--- src/rtl/i2crm_pkg.sv ---
// Shared types and codes for the I2C register master.
// No dependencies; used by the front, back and top-level files.
package i2crm_pkg;

    localparam logic [1:0] KIND_TICK  = 2'd0;
    localparam logic [1:0] KIND_WRITE = 2'd1;
    localparam logic [1:0] KIND_READ  = 2'd2;

    localparam logic [1:0] REG_HALF_PERIOD = 2'd0;
    localparam logic [1:0] REG_RETRY_LIMIT = 2'd1;
    localparam logic [1:0] REG_DEVICE_ADDR = 2'd2;

    localparam logic [15:0] HALF_PERIOD_RESET = 16'd200;
    localparam logic [3:0]  RETRY_LIMIT_RESET = 4'd5;
    localparam logic [7:0]  DEVICE_ADDR_RESET = 8'hD0;

    // classified input item as it sits in the queue
    typedef struct packed {
        logic       is_cmd;
        logic       is_read;
        logic [7:0] register_address;
        logic [7:0] write_data;
        logic       sda_in;
    } t_item;

    // queue head as seen by the back end
    typedef struct packed {
        logic  valid;
        t_item item;
    } t_head;

    typedef struct packed {
        logic       scl_level;
        logic       sda_level;
        logic       sda_drive;
        logic       busy_res;
        logic       finished;
        logic       success;
        logic [7:0] read_data;
        logic       rejected;
    } t_result;

    typedef struct packed {
        logic [15:0] half_period_ticks;
        logic [3:0]  retry_limit;
        logic [7:0]  device_address;
    } t_cfg;

endpackage

--- src/rtl/i2c_register_master_with_retry_top.sv ---
// I2C register master with retry: top level with APB register bank.
// Instantiates i2crm_front and i2crm_back; uses i2crm_pkg.
//
// Each item is one tick or a command and gives one result item. Throughput
// is one item per clock while neither queue nor output stalls: the front
// queue (two entries) takes a new item each cycle; the back-end sequencer
// advances one tick per item; an item passes a queue entry, then the output
// register. The line waveform is counted in items, half_period_ticks items
// per segment; bus speed is set by the caller's tick rate. The user must
// write configuration via APB only while the block idles; it is unchecked.
module i2c_register_master_with_retry_top #(
    parameter int TICK_WIDTH = 16
) (
    input  logic        i_clk,
    input  logic        i_rst_n,
    input  logic        i_in_valid,
    output logic        o_in_stall,
    input  logic [1:0]  i_kind,
    input  logic [7:0]  i_register_address,
    input  logic [7:0]  i_write_data,
    input  logic        i_sda_in,
    output logic        o_out_valid,
    input  logic        i_out_stall,
    output logic        o_scl_level,
    output logic        o_sda_level,
    output logic        o_sda_drive,
    output logic        o_busy_res,
    output logic        o_finished,
    output logic        o_success,
    output logic [7:0]  o_read_data,
    output logic        o_rejected,
    input  logic        psel,
    input  logic        penable,
    input  logic        pwrite,
    input  logic [3:0]  paddr,
    input  logic [31:0] pwdata,
    output logic [31:0] prdata,
    output logic        pready
);

    i2crm_pkg::t_cfg    r_cfg;
    i2crm_pkg::t_head   w_head;
    i2crm_pkg::t_result w_result;
    logic               w_pop;
    logic [1:0]         w_idx;

    assign pready = 1'b1;
    assign w_idx  = paddr[3:2];

    always_ff @(posedge i_clk) begin
        if (!i_rst_n) begin
            r_cfg.half_period_ticks <= i2crm_pkg::HALF_PERIOD_RESET;
            r_cfg.retry_limit       <= i2crm_pkg::RETRY_LIMIT_RESET;
            r_cfg.device_address    <= i2crm_pkg::DEVICE_ADDR_RESET;
        end else if (psel && penable && pwrite && pready) begin
            unique case (w_idx)
                i2crm_pkg::REG_HALF_PERIOD: r_cfg.half_period_ticks <= pwdata[15:0];
                i2crm_pkg::REG_RETRY_LIMIT: r_cfg.retry_limit       <= pwdata[3:0];
                i2crm_pkg::REG_DEVICE_ADDR: r_cfg.device_address    <= pwdata[7:0];
                default: ;
            endcase
        end
    end

    always_comb begin
        unique case (w_idx)
            i2crm_pkg::REG_HALF_PERIOD: prdata = {16'd0, r_cfg.half_period_ticks};
            i2crm_pkg::REG_RETRY_LIMIT: prdata = {28'd0, r_cfg.retry_limit};
            i2crm_pkg::REG_DEVICE_ADDR: prdata = {24'd0, r_cfg.device_address};
            default:                    prdata = 32'd0;
        endcase
    end

    i2crm_front u_front (
        .i_clk              (i_clk),
        .i_rst_n            (i_rst_n),
        .i_in_valid         (i_in_valid),
        .o_in_stall         (o_in_stall),
        .i_kind             (i_kind),
        .i_register_address (i_register_address),
        .i_write_data       (i_write_data),
        .i_sda_in           (i_sda_in),
        .i_pop              (w_pop),
        .o_head             (w_head)
    );

    i2crm_back #(
        .TICK_WIDTH (TICK_WIDTH)
    ) u_back (
        .i_clk       (i_clk),
        .i_rst_n     (i_rst_n),
        .i_head      (w_head),
        .o_pop       (w_pop),
        .i_cfg       (r_cfg),
        .o_out_valid (o_out_valid),
        .i_out_stall (i_out_stall),
        .o_result    (w_result)
    );

    assign o_scl_level = w_result.scl_level;
    assign o_sda_level = w_result.sda_level;
    assign o_sda_drive = w_result.sda_drive;
    assign o_busy_res  = w_result.busy_res;
    assign o_finished  = w_result.finished;
    assign o_success   = w_result.success;
    assign o_read_data = w_result.read_data;
    assign o_rejected  = w_result.rejected;

endmodule

--- src/rtl/i2crm_front.sv ---
// Front end: accepts input items, decodes the kind and holds them in a
// two-entry queue for the sequencer. Depends on i2crm_pkg.
module i2crm_front (
    input  logic                i_clk,
    input  logic                i_rst_n,
    input  logic                i_in_valid,
    output logic                o_in_stall,
    input  logic [1:0]          i_kind,
    input  logic [7:0]          i_register_address,
    input  logic [7:0]          i_write_data,
    input  logic                i_sda_in,
    input  logic                i_pop,
    output i2crm_pkg::t_head    o_head
);

    i2crm_pkg::t_item r_mem [2];
    logic             r_wr_ptr, r_rd_ptr;
    logic [1:0]       r_count;
    i2crm_pkg::t_item w_item;
    logic             w_push, w_pop;

    always_comb begin
        w_item.is_cmd  = (i_kind == i2crm_pkg::KIND_WRITE) || (i_kind == i2crm_pkg::KIND_READ);
        w_item.is_read = (i_kind == i2crm_pkg::KIND_READ);
        w_item.register_address = i_register_address;
        w_item.write_data       = i_write_data;
        w_item.sda_in           = i_sda_in;
    end

    assign o_in_stall   = (r_count == 2'd2);
    assign w_push       = i_in_valid && !o_in_stall;
    assign w_pop        = i_pop && (r_count != 2'd0);
    assign o_head.valid = (r_count != 2'd0);
    assign o_head.item  = r_mem[r_rd_ptr];

    always_ff @(posedge i_clk) begin
        if (w_push) begin
            r_mem[r_wr_ptr] <= w_item;
        end
    end

    always_ff @(posedge i_clk) begin
        if (!i_rst_n) begin
            r_wr_ptr <= 1'b0;
            r_rd_ptr <= 1'b0;
            r_count  <= 2'd0;
        end else begin
            if (w_push) r_wr_ptr <= !r_wr_ptr;
            if (w_pop)  r_rd_ptr <= !r_rd_ptr;
            r_count <= r_count + {1'b0, w_push} - {1'b0, w_pop};
        end
    end

endmodule

--- src/rtl/i2crm_back.sv ---
// Back end: tick-driven I2C bit sequencer with retry, one queued item per
// step, result held in an output register. Depends on i2crm_pkg.
module i2crm_back #(
    parameter int TICK_WIDTH = 16
) (
    input  logic                i_clk,
    input  logic                i_rst_n,
    input  i2crm_pkg::t_head    i_head,
    output logic                o_pop,
    input  i2crm_pkg::t_cfg     i_cfg,
    output logic                o_out_valid,
    input  logic                i_out_stall,
    output i2crm_pkg::t_result  o_result
);

    localparam int LW = (TICK_WIDTH > 16) ? TICK_WIDTH : 16;

    typedef enum logic [4:0] {
        PH_IDLE, PH_ISTOP_A, PH_ISTOP_B, PH_START_A, PH_START_B, PH_START_C,
        PH_WLOW, PH_WHIGH, PH_WTAIL, PH_ACK_LOW, PH_ACK_HIGH, PH_ACK_TAIL,
        PH_GAP, PH_RLOW, PH_RHIGH, PH_RTAIL, PH_NLOW, PH_NHIGH, PH_NTAIL,
        PH_ESTOP_A, PH_ESTOP_B
    } t_phase;

    t_phase                  r_phase, n_phase;
    logic [3:0]              r_bit, n_bit;
    logic [TICK_WIDTH-1:0]   r_tick, n_tick;
    logic [7:0]              r_shift, n_shift;
    logic [3:0]              r_attempt, n_attempt;
    logic                    r_all_acked, n_all_acked;
    logic [7:0]              r_captured, n_captured;
    logic                    r_is_read, n_is_read;
    logic [7:0]              r_held_reg, n_held_reg;
    logic [7:0]              r_held_data, n_held_data;
    logic [1:0]              r_byte_step, n_byte_step;
    logic                    r_out_valid;
    i2crm_pkg::t_result      r_out, n_out;

    logic [TICK_WIDTH-1:0]   w_tick_inc;
    logic [LW-1:0]           w_limit, w_hp, w_tmax;
    logic                    w_bb_en;
    logic [1:0]              w_bb_step;
    logic [3:0]              w_att_inc, w_retry;
    logic                    w_sda;
    logic                    w_finished;

    assign o_pop       = i_head.valid && (!r_out_valid || !i_out_stall);
    assign o_out_valid = r_out_valid;
    assign o_result    = r_out;

    assign w_hp       = LW'(i_cfg.half_period_ticks);
    assign w_tmax     = LW'({TICK_WIDTH{1'b1}});
    assign w_limit    = (w_hp > w_tmax) ? w_tmax : w_hp;
    assign w_tick_inc = r_tick + TICK_WIDTH'(1);
    assign w_att_inc  = r_attempt + 4'd1;
    assign w_retry    = (i_cfg.retry_limit == 4'd0) ? 4'd1 : i_cfg.retry_limit;
    assign w_sda      = i_head.item.sda_in;

    always_comb begin
        n_phase     = r_phase;
        n_bit       = r_bit;
        n_tick      = r_tick;
        n_shift     = r_shift;
        n_attempt   = r_attempt;
        n_all_acked = r_all_acked;
        n_captured  = r_captured;
        n_is_read   = r_is_read;
        n_held_reg  = r_held_reg;
        n_held_data = r_held_data;
        n_byte_step = r_byte_step;
        w_bb_en     = 1'b0;
        w_bb_step   = r_byte_step;
        w_finished  = 1'b0;

        if (r_phase == PH_IDLE) begin
            if (i_head.item.is_cmd) begin
                n_is_read   = i_head.item.is_read;
                n_held_reg  = i_head.item.register_address;
                n_held_data = i_head.item.write_data;
                n_attempt   = 4'd0;
                n_tick      = '0;
                n_byte_step = 2'd0;
                n_phase     = PH_ISTOP_A;
            end
        end else if ((LW'(w_tick_inc) >= w_limit) || (w_tick_inc == '0)) begin
            n_tick = '0;
            unique case (r_phase)
                PH_ISTOP_A: n_phase = PH_ISTOP_B;
                PH_ISTOP_B, PH_START_A: begin
                    if (r_phase == PH_ISTOP_B) begin
                        n_byte_step = 2'd0;
                        n_all_acked = 1'b1;
                        n_phase     = PH_START_A;
                    end else begin
                        n_phase = PH_START_B;
                    end
                end
                PH_START_B: n_phase = PH_START_C;
                PH_START_C: w_bb_en = 1'b1;
                PH_WLOW:    n_phase = PH_WHIGH;
                PH_WHIGH:   n_phase = (r_bit >= 4'd7) ? PH_ACK_LOW : PH_WTAIL;
                PH_WTAIL: begin
                    n_shift = {r_shift[6:0], 1'b0};
                    n_bit   = r_bit + 4'd1;
                    n_phase = PH_WLOW;
                end
                PH_ACK_LOW: n_phase = PH_ACK_HIGH;
                PH_ACK_HIGH: begin
                    if (w_sda) n_all_acked = 1'b0;
                    n_phase = PH_ACK_TAIL;
                end
                PH_ACK_TAIL: begin
                    case (r_byte_step)
                        2'd0: begin
                            w_bb_en   = 1'b1;
                            w_bb_step = 2'd1;
                        end
                        2'd1: begin
                            if (r_is_read) begin
                                n_phase = PH_GAP;
                            end else begin
                                w_bb_en   = 1'b1;
                                w_bb_step = 2'd2;
                            end
                        end
                        2'd2: n_phase = PH_ESTOP_A;
                        default: begin
                            n_bit   = 4'd0;
                            n_shift = 8'd0;
                            n_phase = PH_RLOW;
                        end
                    endcase
                end
                PH_GAP: begin
                    n_byte_step = 2'd3;
                    n_phase     = PH_START_A;
                end
                PH_RLOW: n_phase = PH_RHIGH;
                PH_RHIGH: begin
                    n_shift = {r_shift[6:0], w_sda};
                    n_phase = PH_RTAIL;
                end
                PH_RTAIL: begin
                    if (r_bit >= 4'd7) begin
                        n_captured = r_shift;
                        n_phase    = PH_NLOW;
                    end else begin
                        n_bit   = r_bit + 4'd1;
                        n_phase = PH_RLOW;
                    end
                end
                PH_NLOW:    n_phase = PH_NHIGH;
                PH_NHIGH:   n_phase = PH_NTAIL;
                PH_NTAIL:   n_phase = PH_ESTOP_A;
                PH_ESTOP_A: n_phase = PH_ESTOP_B;
                PH_ESTOP_B: begin
                    if (r_all_acked) begin
                        n_phase    = PH_IDLE;
                        w_finished = 1'b1;
                    end else begin
                        n_attempt = w_att_inc;
                        if (w_att_inc >= w_retry) begin
                            n_phase    = PH_IDLE;
                            w_finished = 1'b1;
                        end else begin
                            n_byte_step = 2'd0;
                            n_all_acked = 1'b1;
                            n_phase     = PH_START_A;
                        end
                    end
                end
                default: n_phase = PH_IDLE;
            endcase
        end else begin
            n_tick = w_tick_inc;
        end

        // load the next byte onto the shifter
        if (w_bb_en) begin
            n_byte_step = w_bb_step;
            case (w_bb_step)
                2'd0:    n_shift = i_cfg.device_address;
                2'd1:    n_shift = r_held_reg;
                2'd2:    n_shift = r_held_data;
                default: n_shift = i_cfg.device_address + 8'd1;
            endcase
            n_bit   = 4'd0;
            n_phase = PH_WLOW;
        end

        // line levels after this item
        case (n_phase)
            PH_IDLE:    {n_out.scl_level, n_out.sda_level, n_out.sda_drive} = 3'b001;
            PH_ISTOP_A: {n_out.scl_level, n_out.sda_level, n_out.sda_drive} = 3'b101;
            PH_ISTOP_B, PH_START_A, PH_ESTOP_B:
                        {n_out.scl_level, n_out.sda_level, n_out.sda_drive} = 3'b111;
            PH_START_B, PH_ESTOP_A:
                        {n_out.scl_level, n_out.sda_level, n_out.sda_drive} = 3'b101;
            PH_START_C: {n_out.scl_level, n_out.sda_level, n_out.sda_drive} = 3'b001;
            PH_WLOW, PH_WTAIL:
                        {n_out.scl_level, n_out.sda_level, n_out.sda_drive} =
                            {1'b0, n_shift[7], 1'b1};
            PH_WHIGH:   {n_out.scl_level, n_out.sda_level, n_out.sda_drive} =
                            {1'b1, n_shift[7], 1'b1};
            PH_ACK_HIGH, PH_RHIGH, PH_NHIGH:
                        {n_out.scl_level, n_out.sda_level, n_out.sda_drive} = 3'b110;
            default:    {n_out.scl_level, n_out.sda_level, n_out.sda_drive} = 3'b010;
        endcase
        n_out.busy_res  = (n_phase != PH_IDLE);
        n_out.finished  = w_finished;
        n_out.success   = n_all_acked;
        n_out.read_data = n_captured;
        n_out.rejected  = (r_phase != PH_IDLE) && i_head.item.is_cmd;
    end

    always_ff @(posedge i_clk) begin
        if (!i_rst_n) begin
            r_phase     <= PH_IDLE;
            r_bit       <= 4'd0;
            r_tick      <= '0;
            r_shift     <= 8'd0;
            r_attempt   <= 4'd0;
            r_all_acked <= 1'b1;
            r_captured  <= 8'd0;
            r_is_read   <= 1'b0;
            r_held_reg  <= 8'd0;
            r_held_data <= 8'd0;
            r_byte_step <= 2'd0;
            r_out_valid <= 1'b0;
            r_out       <= '0;
        end else begin
            if (o_pop) begin
                r_phase     <= n_phase;
                r_bit       <= n_bit;
                r_tick      <= n_tick;
                r_shift     <= n_shift;
                r_attempt   <= n_attempt;
                r_all_acked <= n_all_acked;
                r_captured  <= n_captured;
                r_is_read   <= n_is_read;
                r_held_reg  <= n_held_reg;
                r_held_data <= n_held_data;
                r_byte_step <= n_byte_step;
                r_out_valid <= 1'b1;
                r_out       <= n_out;
            end else if (!i_out_stall) begin
                r_out_valid <= 1'b0;
            end
        end
    end

endmodule

--- config.mk ---
export PLATFORM = sky130hd
export DESIGN_NAME = i2c_register_master_with_retry_top
export DESIGN_NICKNAME = d
export VERILOG_FILES = /design/src/rtl/i2crm_pkg.sv /design/src/rtl/i2c_register_master_with_retry_top.sv /design/src/rtl/i2crm_front.sv /design/src/rtl/i2crm_back.sv
export SDC_FILE = /design/constraint.sdc
export NUM_CORES = 1
export LEC_CHECK = 0
export BUFFER_PORTS_ARGS = -buffer_cell sky130_fd_sc_hd__buf_4
export CORE_MARGIN = 1
export CORE_UTILIZATION = 60
export CTS_BUF_LIST = sky130_fd_sc_hd__clkbuf_16
export DETAILED_ROUTE_END_ITERATION = 12
export GPL_ROUTABILITY_DRIVEN = 0
export GPL_TIMING_DRIVEN = 0
export PLACE_DENSITY = 0.85
export SYNTH_ARGS = -nofsm -noshare
export SYNTH_HDL_FRONTEND = slang
export SYNTH_SLANG_ARGS = --single-unit
--- constraint.sdc ---
create_clock -name i_clk -period 7.1 [get_ports i_clk]
set_clock_uncertainty 0.1 [all_clocks]
set_input_delay 0.71 -clock i_clk [delete_from_list [all_inputs] [get_ports i_clk]]
set_output_delay 0.71 -clock i_clk [all_outputs]
set_load 0.05 [all_outputs]
==> summary.md <==
| Metric | Value |
|---|---|
| Placed standard-cell area | approximately 8900 sq um |
| Layout Nets | about 1100 |
| Effective utilization at floorplan | a little over three fifths |
| Clock sinks | 144 |
| Dominant register cell in the synthesized netlist | dfxtp_1 |
| Maximum capacitance violations | 0 |
| Wirelength per Cell | 16.5 microns |
| Pin count of the biggest net entering global routing | 21 |
| Buffers on Ports | 76 |
| Worst Hold End | u_front.r_mem[1][2]$_DFFE_PP_ |
| Total number of H-tree levels | 4 |
| Die height | between 100 and 150 microns |
| Maximum root-to-sink buffer count | 2 |
| First-pass GRT wire length | between 30000 and 40000 microns |
| Cell-by-cell listing of the critical path | ha_1, nand3_2, nor4_1, xor2_1, ha_1, nor2_1, o211ai_1, o41ai_1, o211a_1, buf_6, o21ba_2, clkbuf_1, nor2_1, a22o_1, a221o_1, a22o_1 |
| RSZ-0062 raised after global routing | false |
| CP Buf/Inv Count | 2 |
| Reg2reg end | u_back.r_shift[5]$_SDFFE_PN0P_ |
| Cell at the root of the clock tree | clkbuf_16 |
| Slew at the pin with the worst max-slew slack | ~1200 ps |
| Fraction of registers with async set/reset | 0% |
| Warning count from the yosys run | 0 |
| Grt total ovfl | 0 |
| Clock transition at the registers of the reported paths | approximately 60 ps |
| Ratio of final minimum period to clock period | around two thirds |
| Number of antenna violations at the first check in global routing | 0 |
| Startpoint of the worst-slack reg-to-reg timing path | u_back.r_tick[0]$_SDFFE_PN0P_ |
| Share of layout cells above drive strength 1 | 15.6% |
| Max_slew headroom | about a fifth |
| Multiplexer area fraction after synthesis | between 7 and 8% |
| Share of the synthesized area in compound gates (AO/OA/AOI/OAI) | around 18% |
| Max FFs per register | 38 |
| Synthesis-stage register bit count | around 140 |
| Area overhead of the layout relative to synthesis | 17.3% |
| DRC violation count after routing | 0 |
| Synth Area in Adders | under 10% |
| Global Route Usage Sum | 29.6% |
| Number of cells on the worst hold path | 1 |
| Area share of xor/xnor cells in the synthesized design | between 3 and 4% |
| Initial drt markers | 874 |
| Via total after detailed routing | between 7000 and 8000 |
| Final total negative setup slack | 0 ps |
| Critical Path Fanout Max | 10 |
| Antenna-violating nets left | 0 |
| Post-synthesis simple-gate area fraction | a little over a fifth |
| Min cycle time layout | 4750 ps |
| Max Slew Vio Count | 0 |
| Internal power consumption | 1.76 mW |
| Post-Synthesis Cells | 908 |
| Crit path required time | between 7000 and 8000 ps |
| Crit end category | register |
| Slowest-stage cell, CP | nor4_1 |
| Floorplan core area | ~13000 sq um |
| Cts hold-fix bufs | 0 |
| Largest voltage drop on the vdd net | about 270 uV |
| Part of the total power dissipated in the clock network | between 20 and 30% |
| Design Area, Final | about 9500 sq um |
| Cell Area, Synth | ~8100 sq um |
| Net switching fraction of the power | between 30 and 40% |
| Kind of cell adding the most delay to the critical path | compound AO/OA/AOI/OAI gates |
| Outcome | complete, no violations |
| Lkg Pwr | about 4.0 nW |
| Antenna Diode Count | 0 |
| Portion of total power attributed to combinational logic | between 30% and 40% |
| Logic depth of the worst register-to-register path | 16 |
| Yosys cell types | 80 |
| Site Rows | 41 |
| Width of the die | roughly 120 microns |
| Insertion delay to the later sink of the worst-skew pair | between 400 and 500 ps |
| Maximum frequency from static timing analysis | 211 MHz |
| Number of hold-slack violations in the final timing report | 0 |
| Drt via density | slightly below 6 |
| Switching component of the power | between 1 and 1.5 mW |
| Post-DP HPWL | between 10000 and 15000 microns |
| Combinational family with the most area after synthesis | simple AND/OR/NAND/NOR gates |
| Kind of path behind the tightest hold check | input port to register |
| Class of the most critical setup path | register to register |
| Die area | 13900 sq um |
| WP data arrival | around 5000 ps |
| Number of CTS-inserted buffers | 17 |
| Startpoint type of the worst setup path | register |
| Number of I/O pins | around 110 |
| Top reg by flops | u_front.r_mem |
| Register-to-register setup slack | about 2400 ps |
| Clock tree from TritonCTS | built |
| Power share of the sequential group | about 37% |
| Vias in the first global route | 6729 |
| Largest stage delay on the critical path | roughly 700 ps |
| Regs by FF count | u_front.r_mem x38, r_cfg x28, u_back.r_tick x16 |
| Buffer count from post-CTS setup fixing | 0 |
| Worst hold path startpoint | i_write_data[1] |
| Post-Synthesis Mean Instance Area | roughly 8.9 sq um |
| Proportion of synthesized chip area in sequential cells | roughly 40% |
| Cell area power density | roughly 290 nW/um^2 |
| Post-CTS Resized | 0 |
| Pre-Repair DR Iteration Count | 5 |
| Detailed Route WL | approximately 20000 microns |
| EDFF count, synth | 38 |
| Total of endpoints with negative setup slack in the final report | 0 |
per-layer routing:
layer	part of all wire [%]	GRT usage (%)	vias to the layer above	routed length, microns
met5	0	0	-	0
met4	3.0	12.6	0	589
met3	6.9	6.69	47	1370
met2	47	49.5	302	9350
met1	43	36.5	3323	8510
li1	-	-	3415	-
worst reg2reg max path, cell delays in order, from the launching register on:
cell      delay, ps
dfxtp_1         570
ha_1            390
nand3_2         190
nor4_1          680
xor2_1          160
ha_1            250
nor2_1          100
o211ai_1        130
o41ai_1         280
o211a_1         240
buf_6           150
o21ba_2         140
clkbuf_1        360
nor2_1          210
a22o_1          260
a221o_1         260
a22o_1          170
layout make-up:
cell class / count / area [sq um]
clock inverter: 15 / 123
clock buffer: 17 / 425
fill: 966 / 3420
tap: 172 / 215
timing repair buffer: 76 / 571
buffer: 71 / 372
sequential: 144 / 3260
multi-input combinational: 675 / 4360
inverter: 33 / 124
cells in the final DEF (no fill, tap or decap), types with 8 or more instances in the layout:
cell type	instances
edfxtp_1	38
nand2b_1	8
a31oi_1	9
clkbuf_16	17
o211ai_1	11
nor2_1	63
buf_4	96
nor2b_1	27
a21boi_0	18
conb_1	17
nor3_1	23
xnor2_1	16
nand2_1	135
nand3_1	33
clkbuf_1	38
dfxtp_1	106
o211a_1	19
mux2i_1	52
xor2_1	14
inv_1	34
and2_1	10
or3_1	9
ha_1	28
o21ai_0	35
a21oi_1	31
through the flow:
stage / cells / setup slack, ps / hold WS [ps] / utilization [%] / total power [mW]
6_report: 1203 / 2350 / 357 / 73.4 / 2.78
5_1_grt: 1203 / 1980 / 346 / 73.4 / 2.92
4_1_cts: 1203 / 2440 / 345 / 73.4 / 2.77
3_5_place_dp: 1171 / 2550 / 351 / 69.2 / 1.94
3_3_place_gp: 1171 / 2560 / 344 / 69.1 / 1.92
2_1_floorplan: 923 / 3240 / 336 / - / 1.70
power by group through the flow:
stage / registers (mW) / clock network (mW) / logic [mW]
6_report: 1.03 / 0.830 / 0.914
5_1_grt: 1.04 / 0.873 / 1.00
4_1_cts: 1.03 / 0.837 / 0.904
3_5_place_dp: 1.05 / 0 / 0.896
3_3_place_gp: 1.04 / 0 / 0.878
2_1_floorplan: 1.08 / 0 / 0.623
Yosys cell counts (9+ instances only):
| library cell | number | area share [%] |
|---|---|---|
| dfxtp_1 | 106 | 26 |
| nand3_1 | 33 | 2.0 |
| o211a_1 | 19 | 2.4 |
| clkbuf_1 | 38 | 1.8 |
| o211ai_1 | 11 | 1.0 |
| a31oi_1 | 9 | 0.70 |
| xnor2_1 | 16 | 1.7 |
| a21oi_1 | 31 | 1.9 |
| a21boi_0 | 18 | 1.7 |
| edfxtp_1 | 38 | 14 |
| ha_1 | 28 | 4.3 |
| nor2b_1 | 27 | 2.1 |
| or3_1 | 9 | 0.70 |
| buf_4 | 20 | 1.9 |
| nor2_1 | 64 | 3.0 |
| nand2_1 | 135 | 6.3 |
| inv_1 | 32 | 1.5 |
| o21ai_0 | 35 | 2.2 |
| xor2_1 | 14 | 1.5 |
| mux2i_1 | 52 | 6.5 |
| nor3_1 | 23 | 1.4 |
| and2_1 | 10 | 0.78 |
cells by family (layout without fill, tap and decap cells):
logic type | count (synthesis) | count (layout)
and+or+nand+nor | 350 | 350
AOI/OAI and AO/OA | 193 | 193
DFF | 144 | 144
buffers and inverters | 104 | 212
muxes | 57 | 57
xor gates and xnor gates | 30 | 30
adders and majority gates | 28 | 28
other | 2 | 17
worst max-delay path by stage:
stage | start | endpoint | slack [ps] | cells past startpoint
after floorplan | u_back.r_tick[0]$_SDFFE_PN0P_ | u_back.r_shift[5]$_SDFFE_PN0P_ | 3240 | 16
after global placement | u_back.r_tick[0]$_SDFFE_PN0P_ | u_back.r_shift[5]$_SDFFE_PN0P_ | 2560 | 16
after detailed placement | u_back.r_tick[0]$_SDFFE_PN0P_ | u_back.r_shift[5]$_SDFFE_PN0P_ | 2550 | 16
after CTS | u_back.r_tick[0]$_SDFFE_PN0P_ | u_back.r_shift[5]$_SDFFE_PN0P_ | 2440 | 16
after global routing | u_back.r_tick[0]$_SDFFE_PN0P_ | u_back.r_shift[0]$_SDFFE_PN0P_ | 1980 | 16
final | u_back.r_tick[0]$_SDFFE_PN0P_ | u_back.r_shift[5]$_SDFFE_PN0P_ | 2350 | 16
(Power assumes the default switching activity.)
